[src/hw/rtl/ssd_div.sv]
`default_nettype none
// ----------------------------------------------------------------------------
// Pipelined clamped divider
// Computes clamp(num/den, 0, 1) as a truncated fraction, one quotient bit per
// stage. A divisor or dividend that is not positive gives zero.
// ----------------------------------------------------------------------------
module ssd_div #(
    parameter int W = 8,
    parameter int F = 8
) (
    input  logic                i_clk,
    input  logic                i_en,
    input  logic signed [W-1:0] i_num,
    input  logic signed [W-1:0] i_den,
    output logic [F:0]          o_q
);

    logic [W-1:0] r_n [F+1];
    logic [W-1:0] r_d [F+1];
    logic [F-1:0] r_q [F+1];
    logic [F:0]   r_z;
    logic [F:0]   r_o;
    logic [W-1:0] n_n [1:F];
    logic [F-1:0] n_q [1:F];

    always_comb begin
        logic [W:0] w_sh;
        logic [W:0] w_dx;
        for (int k = 1; k <= F; k++) begin
            w_sh = {r_n[k-1], 1'b0};
            w_dx = {1'b0, r_d[k-1]};
            if (w_sh >= w_dx) begin
                n_n[k] = W'(w_sh - w_dx);
                n_q[k] = F'({r_q[k-1], 1'b1});
            end else begin
                n_n[k] = W'(w_sh);
                n_q[k] = F'({r_q[k-1], 1'b0});
            end
        end
    end

    always_ff @(posedge i_clk) begin
        if (i_en) begin
            r_z[0] <= i_den[W-1] || (i_den == '0) || i_num[W-1] || (i_num == '0);
            r_o[0] <= i_num >= i_den;
            r_n[0] <= i_num;
            r_d[0] <= i_den;
            r_q[0] <= '0;
            for (int k = 1; k <= F; k++) begin
                r_n[k] <= n_n[k];
                r_q[k] <= n_q[k];
                r_d[k] <= r_d[k-1];
                r_z[k] <= r_z[k-1];
                r_o[k] <= r_o[k-1];
            end
        end
    end

    assign o_q = r_z[F] ? '0 : (r_o[F] ? {1'b1, {F{1'b0}}} : {1'b0, r_q[F]});

endmodule
`default_nettype wire

[config.mk]
export PLATFORM = sky130hd
export DESIGN_NAME = ssd_div
export DESIGN_NICKNAME = d
export VERILOG_FILES = /design/src/hw/rtl/ssd_div.sv
export SDC_FILE = /design/constraint.sdc
export NUM_CORES = 1
export LEC_CHECK = 0
export ABC_AREA = 1
export ABC_CLOCK_PERIOD_IN_PS = 1900
export BUFFER_PORTS_ARGS = -buffer_cell sky130_fd_sc_hd__clkbuf_2
export CAP_MARGIN = 20
export CORE_ASPECT_RATIO = 0.6
export CORE_MARGIN = 2
export CORE_UTILIZATION = 35
export DETAILED_ROUTE_END_ITERATION = 10
export GPL_ROUTABILITY_DRIVEN = 1
export PLACE_DENSITY_LB_ADDON = 0.2
export SYNTH_ARGS = -nofsm -noshare
export SYNTH_HDL_FRONTEND = slang
export SYNTH_SLANG_ARGS = --single-unit
[constraint.sdc]
create_clock -name i_clk -period 1.9 [get_ports i_clk]
set_input_delay 0.285 -clock i_clk [delete_from_list [all_inputs] [get_ports i_clk]]
set_output_delay 0.285 -clock i_clk [all_outputs]
set_load 0.01 [all_outputs]
# Yosys cells after proc, flatten, opt, wreduce, memory -nomap -nowiden
# Memory sizes are Yosys's and may differ from the RTL's.
# Index checks and enable logic that the tools add are counted.
# totals
word_cells	47
regBits	18
input_bits	18
memories	3
ramBits	216
# memory_table
name	words	word_bits	rd	rd_clocked_by_memory_dff	write_ports	line	source
r_d	9	8	8	0	9	19	logic [W-1:0] r_d [F+1];
r_n	9	8	8	0	9	18	logic [W-1:0] r_n [F+1];
r_q	9	8	9	0	9	20	logic [F-1:0] r_q [F+1];
# op_classes
n_lt_le_gt_ge	9
reduce_logical	5
add_sub_neg	8
mux	20
# op_table
op	count
greater-or-equal comparator 9 x 8 -> 1 bit	8
two-way mux 8 bit	8
subtractor 8 bit	8
two-way mux 9 bit	2
zero test 8 bit	2
two-way mux 1 bit	10
greater-or-equal comparator 8 bit	1
logical OR 1 bit	3

# Depth between registers and ports, before layout
# logic_depth
ltp_word	4
ltp_mapped	11
depth_no_buf	11

# Worst setup path after synthesis
# Ideal clock, no wire load.
# synth_timing
path_kind	register to register
from	memory r_n[2][0], in the netlist r_n[0][16]
to	memory r_n[3][7], in the netlist r_n[0][31] (data pin)
n_path_buf	0
slack_ps	69
period_less_slack_ps	1831
arrival_ps	1578
stages_incl_launch_ff	8
setup_ps	252
cell_sequence	edfxtp_1 ha_1 ha_1 and3_1 a21oi_2 nand2_4 nand2_1 nand2_1
# synth_rtl
item	line
start, declared	18

==> impl_metrics.py <==
metrics = {
    "yosys": {
        "ys_async_sr_fraction_pct": 0,
        "yosys_warnings": 0,
        "synth_top_family_by_area": "simple AND/OR/NAND/NOR gates",
        "synth_nets": 1095,
        "synth_area_um2": 9820,
        "syn_avg_cell_area_um2": 9.83,
        "synth_xor_area_share_pct": 1.87,
        "synth.mux.area_fraction_pct": 0,
        "synth-compound-area-share_pct": 2.78,
        "syn_inst": 999,
        "synthTopCellsByArea": "edfxtp_1 56%, nand2_1 12%, ha_1 9.0%",
        "synth_edf_count": 182,
        "synth_top_flop_cell": "edfxtp_1",
        "synth-seq-cells": 182,
        "yosys.area.top_type": "edfxtp_1",
        "synth_top_area_share_pct": 55.7,
        "synthAdderAreaFrac_pct": 10.5,
        "yosysUniqueCellTypes": 32,
        "synth-seq-area-share_pct": 55.7,
        "synth_simple_gate_area_share_pct": 22.0,
    },
    "timing": {
        "worst_pin_slew_ps": 361,
        "fin_crit_sh_pct": 98.0,
        "period_needed_ps": 1860,
        "hold_viol": 0,
        "fmax_mhz": 537,
        "max_slew_margin_pct": 75.9,
        "setup_viol": 0,
        "slew_violations": 0,
        "rsz0062_at_grt": "true",
        "finClkSkew_ps": 13.9,
        "fin_setup_tns_ps": 0,
    },
    "power_and_ir_drop": {
        "power_frac_seq_pct": 37.7,
        "switching_share_pct": 35.3,
        "peakVddDrop_mv": 0.733,
        "power_density_nw_per_um2": 1230,
        "power_frac_comb_pct": 39.7,
        "finalPower_mw": 15.6,
        "pwr-share-clk_pct": 22.6,
        "internal_power_mw": 10.1,
        "p_leak_nw": 5.80,
        "power_switching_mw": 5.50,
    },
    "worst_setup_path": {
        "required_ps": 2090,
        "critPathMaxFanout": 7,
        "crit_slowest_cell": "edfxtp_1",
        "cp_common_cell": "nand2_4",
        "crit_chain": "ha_4, nand2_4, inv_4, nand4_1, nand2_2, nand2_4, buf_12, nand3_1, nand2_1",
        "slowest_delay_ps": 460,
        "path_delay_family": "simple AND/OR/NAND/NOR gates",
        "cp.depth": 9,
        "critical_path_arrival_ps": 2050,
        "reg2regPathDepth": 9,
        "endpoint_kind": "flop",
        "path_buf_inv": 2,
        "worstSetupStartpointType": "flop",
        "critPathKind": "flop to flop",
    },
    "clock_network": {
        "max-clock-path-buffers": 2,
        "clock-sinks": 182,
        "cts-root-buf": "clkbuf_16",
        "cts.reportedPaths.clkPinSlew_ps": 70,
        "cts_made_buffers": 17,
        "tritoncts": "built",
        "h-tree-depth": 4,
        "clk_latency_ps": 440,
    },
    "place": {
        "post_dp_cell_area_um2": 11100,
        "place_congestion": 0.845,
        "hpwlAfterDp_um": 17300,
        "dp_cells": 1476,
        "io_buffers": 26,
    },
    "finish": {
        "diodes": 0,
        "fin_nets": 1262,
        "final_layout_size_suffix_gt1_share_pct": 27.4,
        "finish.utilization_pct": 46.1,
        "postLayoutCellArea_um2": 12700,
        "fillers": 2564,
        "fin_cells": 1545,
        "area.growth.synth_to_final_pct": 29.4,
    },
    "drt": {
        "drtAntennaViolNets": 0,
        "vias": 7128,
        "wl_per_cell_um": 15.1,
        "drc_errors": 0,
        "firstDrtPassIters": 5,
        "viasPerCell": 4.61,
        "routed_wl_um": 23300,
        "drt-initial-drc-count": 635,
    },
    "global_routing": {
        "grt_max_degree": 52,
        "grt_overflow_total": 0,
        "grt_pass1_wl_um": 36200,
        "antenna_found_initial": 0,
        "track_usage_pct": 16.3,
        "grt_pass1_vias": 6480,
    },
    "die": {
        "io_pins": 27,
        "start_util_pct": 35.6,
        "die_area_um2": 29500,
        "rows": 47,
        "die_width_um": 220,
        "design.core.area_um2": 27600,
        "dieHeight_um": 134,
    },
    "min_path": {
        "hold_depth": 1,
        "hold_path.class": "primary input to flop",
    },
    "job": {
        "maxCapViolations": 0,
    },
    "outcome": {
        "outcome": "finished, final reports clean",
    },
}
==> per-stage QoR <==
stage / hold slack (ps) / setup slack [ps]
finish: 43.3 / 37.3
global route: 16.5 / -40.6
CTS: 13.2 / 3.14
detailed placement: 405 / -86.5
global placement: 402 / -109
floorplan: 384 / 69.2
==> final timing paths <==
check / startpoint / end / slack (ps)
max: r_n[0][11] / r_n[0][17] / 40
min reg2reg: r_z[4] / r_z[5] / 420
max reg2reg: r_n[0][11] / r_n[0][17] / 40
min: i_den[4] / r_d[0][4] / 40
==> Yosys cell counts (8+ instances only) <==
library cell and count:
xor2_1 13, nand3_1 96, nand2_1 304, nand2_4 9
edfxtp_1 182, nor3_1 13, nand4_1 15, xnor2_1 8
a21oi_1 37, inv_1 166, ha_1 71, nor2_1 45
==> flip-flops by register name, indices dropped and copies added, names as in the netlist <==
name / cells
r_d: 64
r_n: 64
r_q: 36
r_o: 9
r_z: 9
==> logic make-up (layout without fill, tap and decap cells) <==
logic type / count (synthesis) / after routing
AND/OR/NAND/NOR: 495 / 497
flip-flops: 182 / 182
buffers and inverters: 175 / 352
adder cells (fa/ha/maj): 78 / 78
AO/OA/AOI/OAI: 48 / 48
XOR/XNOR: 21 / 21
==> power by group through the flow <==
stage	Clock, mW	Sequential [mW]	Combinational [mW]
CTS	3.63	5.80	5.17
floorplan	0	5.67	3.33
finish	3.52	5.89	6.19
detailed placement	0	5.87	5.04
global route	3.78	5.96	6.97
global placement	0	5.87	5.01
==> cells in the final DEF (no fill, tap or decap), drive strengths merged <==
cell	instances
xor2	13
nor3	14
xnor2	8
or2	1
nor2	47
a21oi	43
o21bai	1
o211ai	1
ha	71
inv	173
bufinv	2
and2	1
buf	129
o21ai	1
nand3	96
and3	1
fa	7
clkinv	5
a21boi	1
edfxtp	182
nand3b	1
nand2	320
a21o	1
nand4	15
nor4	1
clkbuf	43
==> metal layers <==
metal	vias up	GRT usage, %	share of wire, %
met5	-	0	0
met4	0	3.50	0.57
met3	10	4.59	5.4
met2	156	18.0	34
met1	3323	28.8	60
li1	3639	-	-
==> area by class of cell <==
type | count | area (um2) | area share, %
tap | 367 | 459 | 3.61
clock buffer | 18 | 429 | 3.38
multi-input combinational | 644 | 4380 | 34.5
inverter | 167 | 629 | 4.95
sequential | 182 | 5470 | 43.0
timing repair buffer | 154 | 1200 | 9.47
clock inverter | 13 | 143 | 1.12
==> timing repair <==
action | CTS | global route
hold buffers | 0 | 0
pin swaps | 7 | 48
setup endpoints to repair | 36 | 59
setup buffers | 3 | 34
gates cloned | 0 | 2
gates resized for setup | 13 | 135
(Power assumes the default switching activity.)
