==> src/hw/rtl/ssd_sqrt.sv <==
`default_nettype none
// ----------------------------------------------------------------------------
// Pipelined integer square root
// Digit by digit floor root, one result bit per stage.
// ----------------------------------------------------------------------------
module ssd_sqrt #(
    parameter int RB = 8
) (
    input  logic            i_clk,
    input  logic            i_en,
    input  logic [2*RB-1:0] i_x,
    output logic [RB-1:0]   o_root
);

    localparam int RMW = RB + 3;

    logic [RMW-1:0]  r_rem  [RB];
    logic [RB-1:0]   r_root [RB];
    logic [2*RB-1:0] r_x    [RB];
    logic [RMW-1:0]  n_rem  [RB];
    logic [RB-1:0]   n_root [RB];
    logic [2*RB-1:0] n_x    [RB];

    always_comb begin
        logic [RMW-1:0]  p_rem;
        logic [RB-1:0]   p_root;
        logic [2*RB-1:0] p_x;
        logic [RMW-1:0]  w_cur;
        logic [RMW-1:0]  w_try;
        for (int j = 0; j < RB; j++) begin
            if (j == 0) begin
                p_rem  = '0;
                p_root = '0;
                p_x    = i_x;
            end else begin
                p_rem  = r_rem[j-1];
                p_root = r_root[j-1];
                p_x    = r_x[j-1];
            end
            w_cur = {p_rem[RMW-3:0], p_x[2*RB-1 -: 2]};
            w_try = RMW'({p_root, 2'b01});
            if (w_cur >= w_try) begin
                n_rem[j]  = w_cur - w_try;
                n_root[j] = RB'({p_root, 1'b1});
            end else begin
                n_rem[j]  = w_cur;
                n_root[j] = RB'({p_root, 1'b0});
            end
            n_x[j] = (2*RB)'({p_x, 2'b00});
        end
    end

    always_ff @(posedge i_clk) begin
        if (i_en) begin
            for (int j = 0; j < RB; j++) begin
                r_rem[j]  <= n_rem[j];
                r_root[j] <= n_root[j];
                r_x[j]    <= n_x[j];
            end
        end
    end

    assign o_root = r_root[RB-1];

endmodule
`default_nettype wire
==> config.mk <==
export PLATFORM = sky130hd
export DESIGN_NAME = ssd_sqrt
export DESIGN_NICKNAME = d
export VERILOG_FILES = /design/src/hw/rtl/ssd_sqrt.sv
export SDC_FILE = /design/constraint.sdc
export NUM_CORES = 1
export LEC_CHECK = 0
export ABC_AREA = 1
export BUFFER_PORTS_ARGS = -buffer_cell sky130_fd_sc_hd__buf_4
export CAP_MARGIN = 15
export CELL_PAD_IN_SITES_DETAIL_PLACEMENT = 1
export CELL_PAD_IN_SITES_GLOBAL_PLACEMENT = 1
export CORE_MARGIN = 2
export CORE_UTILIZATION = 54
export DETAILED_ROUTE_END_ITERATION = 8
export GPL_TIMING_DRIVEN = 0
export PLACE_DENSITY_LB_ADDON = 0.1
export SYNTH_ARGS = -nofsm -noshare
export SYNTH_HDL_FRONTEND = slang
export SYNTH_SLANG_ARGS = --single-unit
==> constraint.sdc <==
create_clock -name i_clk -period 3.5 [get_ports i_clk]
set_clock_uncertainty 0.1 [all_clocks]
set_input_delay 0.175 -clock i_clk [delete_from_list [all_inputs] [get_ports i_clk]]
set_output_delay 0.175 -clock i_clk [all_outputs]
set_load 0.05 [all_outputs]
After elaboration in Yosys (flattened, before gate mapping)
Memories as Yosys holds them, arrays and structs flattened.
Index checks and enable logic that the tools add are counted.
{"block": "totals", "register_bits": 0, "ram_bits": 264, "out_inout_bits": 8, "wordCells": 37, "memories": 3}
{"block": "op_classes", "n_addsub": 8, "order_cmp": 8, "n_mux": 18}
{"name": "r_x", "depth": 8, "word_bits": 14, "read_ports": 7, "rd_ports_with_merged_regs": 0, "wr": 8, "line": "19", "source": "logic [2*RB-1:0] r_x [RB];"}
{"name": "r_rem", "depth": 8, "word_bits": 11, "read_ports": 7, "rd_ports_with_merged_regs": 0, "wr": 8, "line": "17", "source": "logic [RMW-1:0] r_rem [RB];"}
{"name": "r_root", "depth": 8, "word_bits": 8, "read_ports": 8, "rd_ports_with_merged_regs": 0, "wr": 8, "line": "18", "source": "logic [RB-1:0] r_root [RB];"}
{"operator": "two-way mux 11 bit", "n": 8}
{"operator": ">= comparator 11 x 10 -> 1 bit", "n": 7}
{"operator": "subtractor 11 x 10 -> 11 bit", "n": 7}
{"operator": "two-way mux 1 bit", "n": 10}
{"operator": "subtractor 2 x 1 -> 3 bit (second input constant)", "n": 1}
{"operator": ">= comparator 2 x 1 -> 1 bit (second input constant)", "n": 1}

Logic depth before layout (Yosys ltp)
An unclocked memory read counts as a cell.
{"block": "depth", "ltp_word": 3, "depth_mapped": 11, "depth_no_buf": 11}

Worst setup path before layout
OpenSTA, ideal clock, no wires.
{"block": "synth_path", "path_kind": "register to register", "from": "mem r_rem[2][2] in the netlist's numbering", "to": "mem r_rem[3][3] in the netlist's numbering, data pin", "setup_time_ps": 257, "t_arrival_ps": 1421, "required_ps": 3143, "path_slack_ps": 1722, "path_stages_with_launch": 8, "n_path_buf": 1, "synth_period_minus_slack_ps": 1778, "path_cell_list": "edfxtp_1 ha_1 a21oi_2 and2_4 nand2_2 nor2_4 buf_12 o21ai_2"}
{"item": "from (decl)", "line": "17"}

==> flow_summary_export.csv <==
group,metric,value,unit
run_status,status,"finished, final reports clean",
place,portBuffers,25,
job,max_cap_violations,0,
yosys,yosysUniqueCellTypes,33,
yosys,syn_area,7348,sq um
yosys,synth_seq_cells,149,
clock_network,clk_latency,0.43,ns
global_routing,grt_pass1_vias,5557,
yosys,synth-edff-count,149,
timing,finalHoldViolations,0,
yosys,avgSynthCellArea,10.82,sq um
worst_setup_path,startpoint_type,"flip-flop",
timing,slew_headroom,0.6239,
clock_network,numCtsBuffers,17,
global_routing,grt_max_degree,113,
route,drt_first_pass_iters,5,
clock_network,cts_tree,"done",
worst_setup_path,cpMaxStageDelayCell,"edfxtp_1",
worst_setup_path,endpoint_kind,"flip-flop",
timing,worstMarginPinSlew,0.5642,ns
route,vias_per_cell,5.385,
global_routing,grt_antenna_before_repair,0,
global_routing,gr-total-overflow,0,
route,route.detailed.drc,0,
place,gp_congestion,0.8897,
floorplanning,start_util,0.5549,
route,drt-total-wl,18560,um
worst_setup_path,setup.worst_path.class,"flip-flop to flip-flop",
floorplanning,core_area,13240,sq um
timing,tns,0,ns
yosys,synth_top_area_frac,0.6089,
yosys,async_flop_share,0,
yosys,synth_area_leaders,"edfxtp_1 (61%), nand2_1 (9.2%), ha_1 (7.0%)",
power,max-vdd-ir-drop,0.0005296,V
timing,fin_crit_sh,0.6874,
yosys,seq_area_frac_synth,0.6089,
hold_path,min-delay-path-class,"input pin to flip-flop",
worst_setup_path,worstPathMaxFanout,10,
worst_setup_path,critical_path_required,3.58,ns
timing,setup_viol,0,
worst_setup_path,crit_arrival,2.48,ns
cells_and_area,final_nets,800,
cells_and_area,area_growth,16.48,%
worst_setup_path,worstPathCellList,"inv_1, ha_1, a21oi_1, nand2_1, nand2_1, nand2_2, nand2_4, nand2_4, nand2_1, nand2_1",
power,powerDensity,592.5,nW/um^2
worst_setup_path,critPathMostFrequentCell,"nand2_1",
timing,rsz0062_at_grt,"no",
yosys,synth_top_cell_by_area,"edfxtp_1",
route,routedWlPerCell,19.95,um
power,power,5.071,mW
clock_network,cts-root-buf,"clkbuf_16",
clock_network,path_clk_slew,0.07,ns
yosys,yosysMostFrequentCell,"nand2_1",
yosys,synth_fp_nets,738,
clock_network,max-clock-path-buffers,2,
floorplanning,die_h,120.7,um
yosys,synth_common_cells,"nand2_1 (180), edfxtp_1 (149), inv_1 (117)",
route,vias,5008,
floorplanning,ios,26,
floorplanning,placementRows,42,
power,p_leak,3.773,nW
floorplanning,die_w,120.7,um
clock_network,htree_levels,4,
clock_network,cts.sinks,149,
worst_setup_path,cpPeakStageDelay,0.41,ns
timing,finalCriticalPeriod,2.406,ns
timing,slew_violations,0,
timing,fmax,415.6,MHz
yosys,synth_ff_type,"edfxtp_1",
cells_and_area,num_antenna_cells,0,
floorplanning,die_area,14560,sq um
yosys,yosys_warnings,0,
global_routing,grt_use_total,0.2685,
global_routing,grt_pass1_wl,29000,um
cells_and_area,drive_above_1_share,0.1658,
route,drt_iter0_markers,279,
clock_network,cts_setup_buffers,0,
place,dp_hpwl,11310,um
route,ant_nets,0,
yosys,synthCells,679,
==> metrics by stage <==
step	util	hold WS, ns	cells	setup WS [ns]	cell area, sq um
finish	0.6464	0.06129	930	1.094	8559
global route	0.6464	0.06003	930	1.012	8559
CTS	0.6464	0.06562	930	1.256	8559
detailed placement	0.5881	0.2543	881	1.325	7787
global placement	0.5857	0.2538	880	1.488	7756
floorplan	-	0.1739	679	1.722	7348
==> worst paths after layout <==
check	startpoint	to	slack (ns)	cells past startpoint
hold / removal	i_en	r_x[2][5]	0.06	1
setup reg to reg	r_root[1][8]	r_rem[6][2]	1.09	10
setup / recovery	r_root[1][8]	r_rem[6][2]	1.09	10
hold reg to reg	r_x[3][7]	r_x[4][9]	0.32	0
==> worst max-delay path: cells and delay by family (launching register included) <==
family	cells	cell delay (ns)
AO/OA/AOI/OAI	1	0.23
adder cells (fa/ha/maj)	1	0.39
buffers and inverters	1	0.08
flip-flops	1	0.41
AND/OR/NAND/NOR	7	0.94
==> what timing repair did <==
action | in CTS | in global routing
resized for setup | 0 | 0
endpoints found under the hold margin | 17 | 0
hold buffers | 17 | 0
==> sequential cells by signal, indices dropped and copies added (netlist names) <==
name,count
r_root,36
r_rem,57
r_x,56
==> placed cells by master, fill, tap and decap left out, types with 3 or more instances in the layout <==
cell	n
nor2_2	4
dlygate4sd3_1	17
nand3_1	33
xor2_1	12
nor2_1	23
nand4_1	7
bufinv_16	3
clkbuf_16	17
nand2_1	180
nor3_2	3
o21ai_2	12
o211ai_1	3
inv_6	4
buf_4	24
o21ai_0	14
edfxtp_1	149
inv_1	117
nand2_2	17
inv_2	6
nor2_4	5
clkinv_4	3
nor3_1	5
or2_2	4
o21ai_1	3
ha_1	41
a21oi_2	10
xnor2_1	4
a21oi_1	13
==> cell families after synthesis <==
group                    after synthesis  share of synthesized area
AND/OR/NAND/NOR                      288                     0.1774
flip-flops                           149                     0.6089
buffers and inverters                126                    0.06964
AO/OA/AOI/OAI                         58                    0.05466
adder cells (fa/ha/maj)               41                    0.06981
XOR/XNOR                              16                    0.01907
other                                  1                  0.0005103
==> cell type report <==
class                   instances  area (sq um)
flip-flops and latches        149          4474
fillers                      1384          4683
plain buffers                   3         50.05
multi-input cells             404          2362
inverters                     123         461.7
well taps                     176         220.2
clock inverters                15         176.4
repair buffers                 43         389.1
clock buffers                  17         425.4
==> power by group <==
| group | internal, mW | switching, mW |
|---|---|---|
| sequential | 2.19 | 0.107 |
| clock | 1.13 | 0.788 |
| combinational | 0.302 | 0.556 |
| total | 3.62 | 1.45 |
==> per-layer routing <==
| metal | routed length [um] | track usage | vias up |
|---|---|---|---|
| li1 | - | - | 2364 |
| met1 | 7421 | 0.3027 | 2487 |
| met2 | 9951 | 0.4965 | 113 |
| met3 | 663 | 0.05283 | 44 |
| met4 | 520 | 0.1061 | 0 |
| met5 | 0 | 0 | - |
Power figures use the tool's default switching activity.
