--- src/hw/rtl/ssd_pkg.sv ---
`default_nettype none
// ----------------------------------------------------------------------------
// Segment distance package
// Shared widths, constants and transfer types of the segment distance pipeline.
// ----------------------------------------------------------------------------
package ssd_pkg;

    localparam int COORD_BITS          = 20;
    localparam int DEF_PARAM_FRAC_BITS = 16;
    localparam int DEF_DIST_FRAC_BITS  = 8;

    localparam int DIST_W    = 29;
    localparam int TOL_W     = 16;
    localparam int PAR_SHIFT = 32;
    localparam int MUL_LAT   = 4;
    localparam int MUL_CHUNK = 32;

    localparam logic [DIST_W-1:0] DIST_MAX  = '1;
    localparam logic [TOL_W-1:0]  TOL_RESET = TOL_W'(1);

    typedef struct packed {
        logic signed [COORD_BITS-1:0] a_start_x;
        logic signed [COORD_BITS-1:0] a_start_y;
        logic signed [COORD_BITS-1:0] a_start_z;
        logic signed [COORD_BITS-1:0] a_end_x;
        logic signed [COORD_BITS-1:0] a_end_y;
        logic signed [COORD_BITS-1:0] a_end_z;
        logic signed [COORD_BITS-1:0] b_start_x;
        logic signed [COORD_BITS-1:0] b_start_y;
        logic signed [COORD_BITS-1:0] b_start_z;
        logic signed [COORD_BITS-1:0] b_end_x;
        logic signed [COORD_BITS-1:0] b_end_y;
        logic signed [COORD_BITS-1:0] b_end_z;
    } t_seg_pair;

    typedef struct packed {
        logic [DIST_W-1:0] dist_q8;
        logic              degenerate;
    } t_seg_dist;

endpackage
`default_nettype wire

--- src/hw/rtl/ssd_mul.sv ---
`default_nettype none
// ----------------------------------------------------------------------------
// Pipelined signed multiplier
// Sign and magnitude split, chunked partial products, summation, sign restore.
// ----------------------------------------------------------------------------
module ssd_mul
    import ssd_pkg::*;
#(
    parameter int A_W = 32,
    parameter int B_W = 32
) (
    input  logic                     i_clk,
    input  logic                     i_en,
    input  logic signed [A_W-1:0]    i_a,
    input  logic signed [B_W-1:0]    i_b,
    output logic signed [A_W+B_W-1:0] o_p
);

    localparam int NA  = (A_W + MUL_CHUNK - 1) / MUL_CHUNK;
    localparam int NB  = (B_W + MUL_CHUNK - 1) / MUL_CHUNK;
    localparam int AX  = NA * MUL_CHUNK;
    localparam int BX  = NB * MUL_CHUNK;
    localparam int SW  = AX + BX;
    localparam int P_W = A_W + B_W;

    logic [A_W-1:0]           w_abs_a;
    logic [B_W-1:0]           w_abs_b;
    logic [AX-1:0]            r_ma;
    logic [BX-1:0]            r_mb;
    logic [2*MUL_CHUNK-1:0]   r_pp [NA][NB];
    logic [SW-1:0]            n_sum;
    logic [SW-1:0]            r_sum;
    logic [P_W-1:0]           n_p;
    logic                     r_neg1;
    logic                     r_neg2;
    logic                     r_neg3;
    logic signed [P_W-1:0]    r_p;

    assign w_abs_a = i_a[A_W-1] ? A_W'(-i_a) : A_W'(i_a);
    assign w_abs_b = i_b[B_W-1] ? B_W'(-i_b) : B_W'(i_b);

    always_comb begin
        n_sum = '0;
        for (int i = 0; i < NA; i++) begin
            for (int j = 0; j < NB; j++) begin
                n_sum = n_sum + (SW'(r_pp[i][j]) << ((i + j) * MUL_CHUNK));
            end
        end
    end

    assign n_p = P_W'(r_sum);

    always_ff @(posedge i_clk) begin
        if (i_en) begin
            r_ma   <= AX'(w_abs_a);
            r_mb   <= BX'(w_abs_b);
            r_neg1 <= i_a[A_W-1] ^ i_b[B_W-1];
            for (int i = 0; i < NA; i++) begin
                for (int j = 0; j < NB; j++) begin
                    r_pp[i][j] <= r_ma[i*MUL_CHUNK +: MUL_CHUNK] *
                                  r_mb[j*MUL_CHUNK +: MUL_CHUNK];
                end
            end
            r_neg2 <= r_neg1;
            r_sum  <= n_sum;
            r_neg3 <= r_neg2;
            r_p    <= r_neg3 ? -n_p : n_p;
        end
    end

    assign o_p = r_p;

endmodule
`default_nettype wire

--- config.mk ---
export PLATFORM = sky130hd
export DESIGN_NAME = ssd_mul
export DESIGN_NICKNAME = d
export VERILOG_FILES = /design/src/hw/rtl/ssd_pkg.sv /design/src/hw/rtl/ssd_mul.sv
export SDC_FILE = /design/constraint.sdc
export NUM_CORES = 2
export LEC_CHECK = 0
export BUFFER_PORTS_ARGS = -buffer_cell sky130_fd_sc_hd__buf_2
export CORE_UTILIZATION = 35
export DETAILED_ROUTE_END_ITERATION = 12
export PLACE_DENSITY = 0.61
export SYNTH_ARGS = -nofsm -noshare
export SYNTH_HDL_FRONTEND = slang
export SYNTH_SLANG_ARGS = --single-unit
--- constraint.sdc ---
create_clock -name i_clk -period 8.8 [get_ports i_clk]
set_clock_uncertainty 0.05 [all_clocks]
set_input_delay 1.32 -clock i_clk [delete_from_list [all_inputs] [get_ports i_clk]]
set_output_delay 1.32 -clock i_clk [all_outputs]
set_load 0.01 [all_outputs]
======== Word level (Yosys, flattened, before mapping) ========
Memory sizes are Yosys's and may differ from the RTL's. A register that Yosys moved wholly into a read port is not among the register bits.
Cells that the tools add are included.
word-level totals
  logic and storage cells ................. 19
  output and inout port bits .............. 64
  bits in read-only memories .............. 0
  bits in writable memories ............... 64
  memories ................................ 1
  bits of input ports ..................... 66
  register bits after elaboration ......... 131
  bits in latches ......................... 0
memory list
  name  words  bits a word  rd ports  clocked after Yosys merged registers in  wr ports  line           RTL
  r_pp  1      64           1         1                                        1         ssd_mul.sv:30  logic [2*MUL_CHUNK-1:0] r_pp [NA][NB];
cells by class
  eq/ne operators ......................... 0
  mux-type cells .......................... 5
  add/sub/neg operators ................... 3
  shifts and indexed selects .............. 0
  divide/modulo/power cells ............... 0
  multipliers ............................. 1
  reduce and logical (&&, ||, !) cells .... 0
  magnitude comparators ................... 0
  bitwise operators ....................... 1
operator list
  cell            count
  $mul 32x32->64  1
  $mux 64         1
  $neg 32->32     2
  $neg 64->64     1
  $mux 31         2
  $mux 1          2
  $xor 1x1->1     1

======== Logic depth before layout (Yosys ltp) ========
  word-level depth ........................ 2
  gate-level depth with buffers ........... 28
  gate-level depth less buffers ........... 26

======== Least setup slack after synthesis ========
Ideal clock, no wire load.
  kind .................................... flip-flop to flip-flop
  start ................................... register r_mb[2]
  end ..................................... memory r_pp[0][63] (netlist bit), data pin
  cell stages (with the launch flop) ...... 27
  setup time .............................. 0.174 ns
  data arrival time ....................... 7.191 ns
  setup slack ............................. 1.384 ns
  path buffers ............................ 2
  period minus slack after synthesis ...... 7.416 ns
  required time ........................... 8.576 ns
  path through ............................ edfxtp_1 clkbuf_1 and2_1 fa_1 inv_1 fa_1 fa_1 fa_1 inv_1 fa_1 inv_1 fa_1 inv_1 fa_1 fa_1 ha_1 clkbuf_1 and3_1 nand3_1 a21oi_1 nor4_1 nor4_1 a21oi_1 o21a_1 o31a_1 o211a_1 a311oi_1
on the way
  longest elaborated chain between the ends .. 1
ends and longest elaborated chain
  what                    line           RTL
  start, declared         ssd_mul.sv:29  logic [BX-1:0] r_mb;
  start signal, assigned  ssd_mul.sv:56  r_mb <= BX'(w_abs_b);
  $mul 32x32->64          ssd_mul.sv:60  r_pp[i][j] <= r_ma[i*MUL_CHUNK +: MUL_CHUNK] *
  end, declared           ssd_mul.sv:30
No other way between the ends.

======== Worst setup path after layout ========
  start ................................... register r_mb[2]
  end ..................................... memory r_pp[0][61] (netlist bit), data pin
Same word-level chain as after synthesis.

==> summary.md <==
| Metric | Value |
|---|---|
| H-tree Lvls | `1` |
| Top delay family on crit path | `adder cells` |
| Leading area contributor after synthesis | `fa_1` |
| Hold-fix buffers, CTS | `0` |
| Highest clock rate | `118 MHz` |
| Adder-Cell Fraction of Synth Area | `48.8%` |
| Crit path buffers/inverters | `6` |
| Synth-to-Final Area Change | `9.08%` |
| Total CTS buffers | `31` |
| Critical path required time | `9.10 ns` |
| Syn Inst Count | `4,309` |
| Async SR Flop Fraction | `0%` |
| CP dominant cell by count | `fa_1` |
| Final nets | `5,604` |
| DRC violations left | `0` |
| Via Count | `29,100` |
| Multi-input gate area | `31,700 um2` |
| CTS tree | `yes` |
| Die H | `355 um` |
| Mux cell area share after synthesis | `0%` |
| Top FF cell, synth | `edfxtp_1` |
| Met3 wire len | `8210 um` |
| DRT Pass-1 Iters | `7` |
| Final Critical Period | `8.46 ns` |
| Register Area | `7780 um2` |
| Num rows | `129` |
| Syn_area_per_cell | `10.1 um2` |
| Simple-gate area share of the yosys netlist | `16.0%` |
| I/O Pins | `130` |
| Unrepaired setup endpoints after global routing | `false` |
| Number of DRC markers in iteration 0 | `1,842` |
| Fillers | `12,300` |
| Antenna violations before repair | `0` |
| Grt ovf | `0` |
| Vias/cell | `4.82` |
| Setup ws final | `0.344 ns` |
| Die ar. | `126,000 um2` |
| Final Hold Vio Count | `0` |
| Mapped Area | `43,600 um2` |
| Worst setup EP type | `register` |
| EDFF count, synth | `259` |
| Xor/xnor share of the synthesized area | `3.64%` |
| Dpl hpwl | `94,300 um` |
| Remaining antenna violation count | `0` |
| Largest family of logic cells by synthesized area | `adder cells` |
| Largest net degree at the start of global routing | `100` |
| First-pass GRT wire length | `182,000 um` |
| Clk pin slew, worst setup/hold paths | `0.07 ns` |
| Worst skew pair latency | `0.61 ns` |
| Setup TNS | `0 ns` |
| Synth Area in Compound Gates | `4.28%` |
| CTS root buf | `clkbuf_16` |
| CP Launch Type | `register` |
| Slew of the pin with the lowest slew margin | `1.23 ns` |
| Worst slack, placed | `0.344 ns` |
| Setup Viol. Count Final | `0` |
| Final worst-path cycle share | `96.1%` |
| Net Count, Synth | `5,537` |
| GRT Util Overall | `18.6%` |
| Routability congestion estimate | `0.870` |
| Core box area | `124,000 um2` |
| Initial core utilization | `35.2%` |
| Metal2 WL | `49,800 um` |
| Port bufs | `129` |
| Number of max-cap violations | `0` |
| Crit path arrival time | `8.75 ns` |
| Die Wd | `355 um` |
| Share of layout cells above drive strength 1 | `7.32%` |
| Status | `finished, final reports clean` |
| Top area cells in the synthesized netlist | `fa_1 (41%), edfxtp_1 (18%), and2_1 (9.1%)` |
| Final Routed Wirelength | `115,000 um` |
| Final slew viol count | `0` |
| Crit path max fanout | `23` |
| Uppermost layer routed | `met4` |
| Routed wire per std cell | `19.0 um` |
| Synth cell types | `59` |
| Vias in the first global route | `31,000` |
| Worst setup path category | `register to register` |
| Yosys top cell area share | `41.2%` |
| CTS Sinks | `259` |
| Final core occ | `38.4%` |
| Relative slew slack | `17.9%` |
| CP max stage cell | `fa_1` |
| Worst min path class | `register to register` |
| Critical Path Max Stage Delay | `0.60 ns` |
| Longest Clk Path Bufs | `3` |
| WL met1 | `54,900 um` |
| Flop and latch count out of synthesis | `259` |
| Ys Warns | `0` |
| Post-synthesis sequential area ratio | `17.9%` |
==> routing by layer <==
| metal | vias to the layer above | GRT usage, % |
|---|---|---|
| li1 | 13200 | - |
| met4 | 0 | 3.26 |
| met1 | 14900 | 27.9 |
| met2 | 919 | 28.2 |
| met3 | 121 | 3.19 |
| met5 | - | 0 |
==> Yosys cell counts, types with 39 or more instances <==
| cell type | instances |
|---|---|
| a21o_1 | 42 |
| a21oi_1 | 72 |
| and2_1 | 633 |
| clkbuf_1 | 225 |
| edfxtp_1 | 259 |
| fa_1 | 896 |
| ha_1 | 266 |
| inv_1 | 865 |
| nand2_1 | 493 |
| nor2_1 | 55 |
| o21ai_0 | 67 |
| o31ai_1 | 39 |
| xnor2_1 | 156 |
==> sequential cells by signal, indices dropped and copies added, names as in the netlist <==
name / flops
n_p: 64
o_p: 64
r_pp: 64
r_ma: 32
r_mb: 32
r_neg1: 1
r_neg2: 1
r_neg3: 1
==> cell type report <==
class                   count  area share [%]
multi-input cells        2959            66.7
flip-flops and latches    259            16.4
inverters                 865            6.83
well taps                1637            4.31
repair buffers            260            3.55
clock buffers              35            1.66
clock inverters            22           0.592
diodes                      1         0.00527
==> layout by cell type, fill, tap and decap left out, drive strengths merged, types with 11 or more instances in the layout <==
cell / netlist / layout
edfxtp: 259 / 259
fa: 896 / 896
a21oi: 72 / 72
or3: 16 / 16
xor2: 25 / 25
nand3: 12 / 12
and3: 11 / 11
clkbuf: 225 / 35
a21o: 42 / 42
o31ai: 39 / 39
or4: 23 / 23
nor2: 55 / 55
nand2: 493 / 493
ha: 266 / 266
clkinv: 0 / 11
o41ai: 15 / 15
and2: 633 / 633
xnor2: 156 / 156
nand4: 22 / 22
nor3: 18 / 18
buf: 1 / 260
inv: 865 / 868
o21ai: 78 / 78
==> cells by family (layout without fill, tap and decap cells) <==
family	count (synthesis)	count (layout)
compound gates	293	293
xor+xnor	181	181
buf+inv	1091	1182
flops	259	259
fa+ha+maj	1162	1162
other cells	0	1
simple gates	1323	1323
==> stage by stage <==
stage	area, um2	instances	hold WS [ns]
global route	47500	6037	0.366
finish	47500	6038	0.356
detailed placement	46400	5976	0.355
global placement	46400	5976	0.351
CTS	47500	6033	0.356
floorplan	43600	4309	0.350
==> worst paths after layout <==
path | from | end | slack [ns] | depth (start not counted)
worst min-delay path | r_pp[0][33]$_DFFE_PP_ | n_p[33]$_DFFE_PP_ | 0.36 | 0
worst min register to register | r_pp[0][33]$_DFFE_PP_ | n_p[33]$_DFFE_PP_ | 0.36 | 0
worst max-delay path | r_mb[2]$_DFFE_PP_ | r_pp[0][61]$_DFFE_PP_ | 0.34 | 25
worst max register to register | r_mb[2]$_DFFE_PP_ | r_pp[0][61]$_DFFE_PP_ | 0.34 | 25
==> what timing repair did <==
item,in CTS,in global routing
resized for setup,0,0
setup buffers,0,4
endpoints found under the setup margin,0,1
endpoints found under the hold margin,0,0
Power is not shown: default switching activity piles up to over one toggle a cycle in this logic, so the estimate is an artifact.
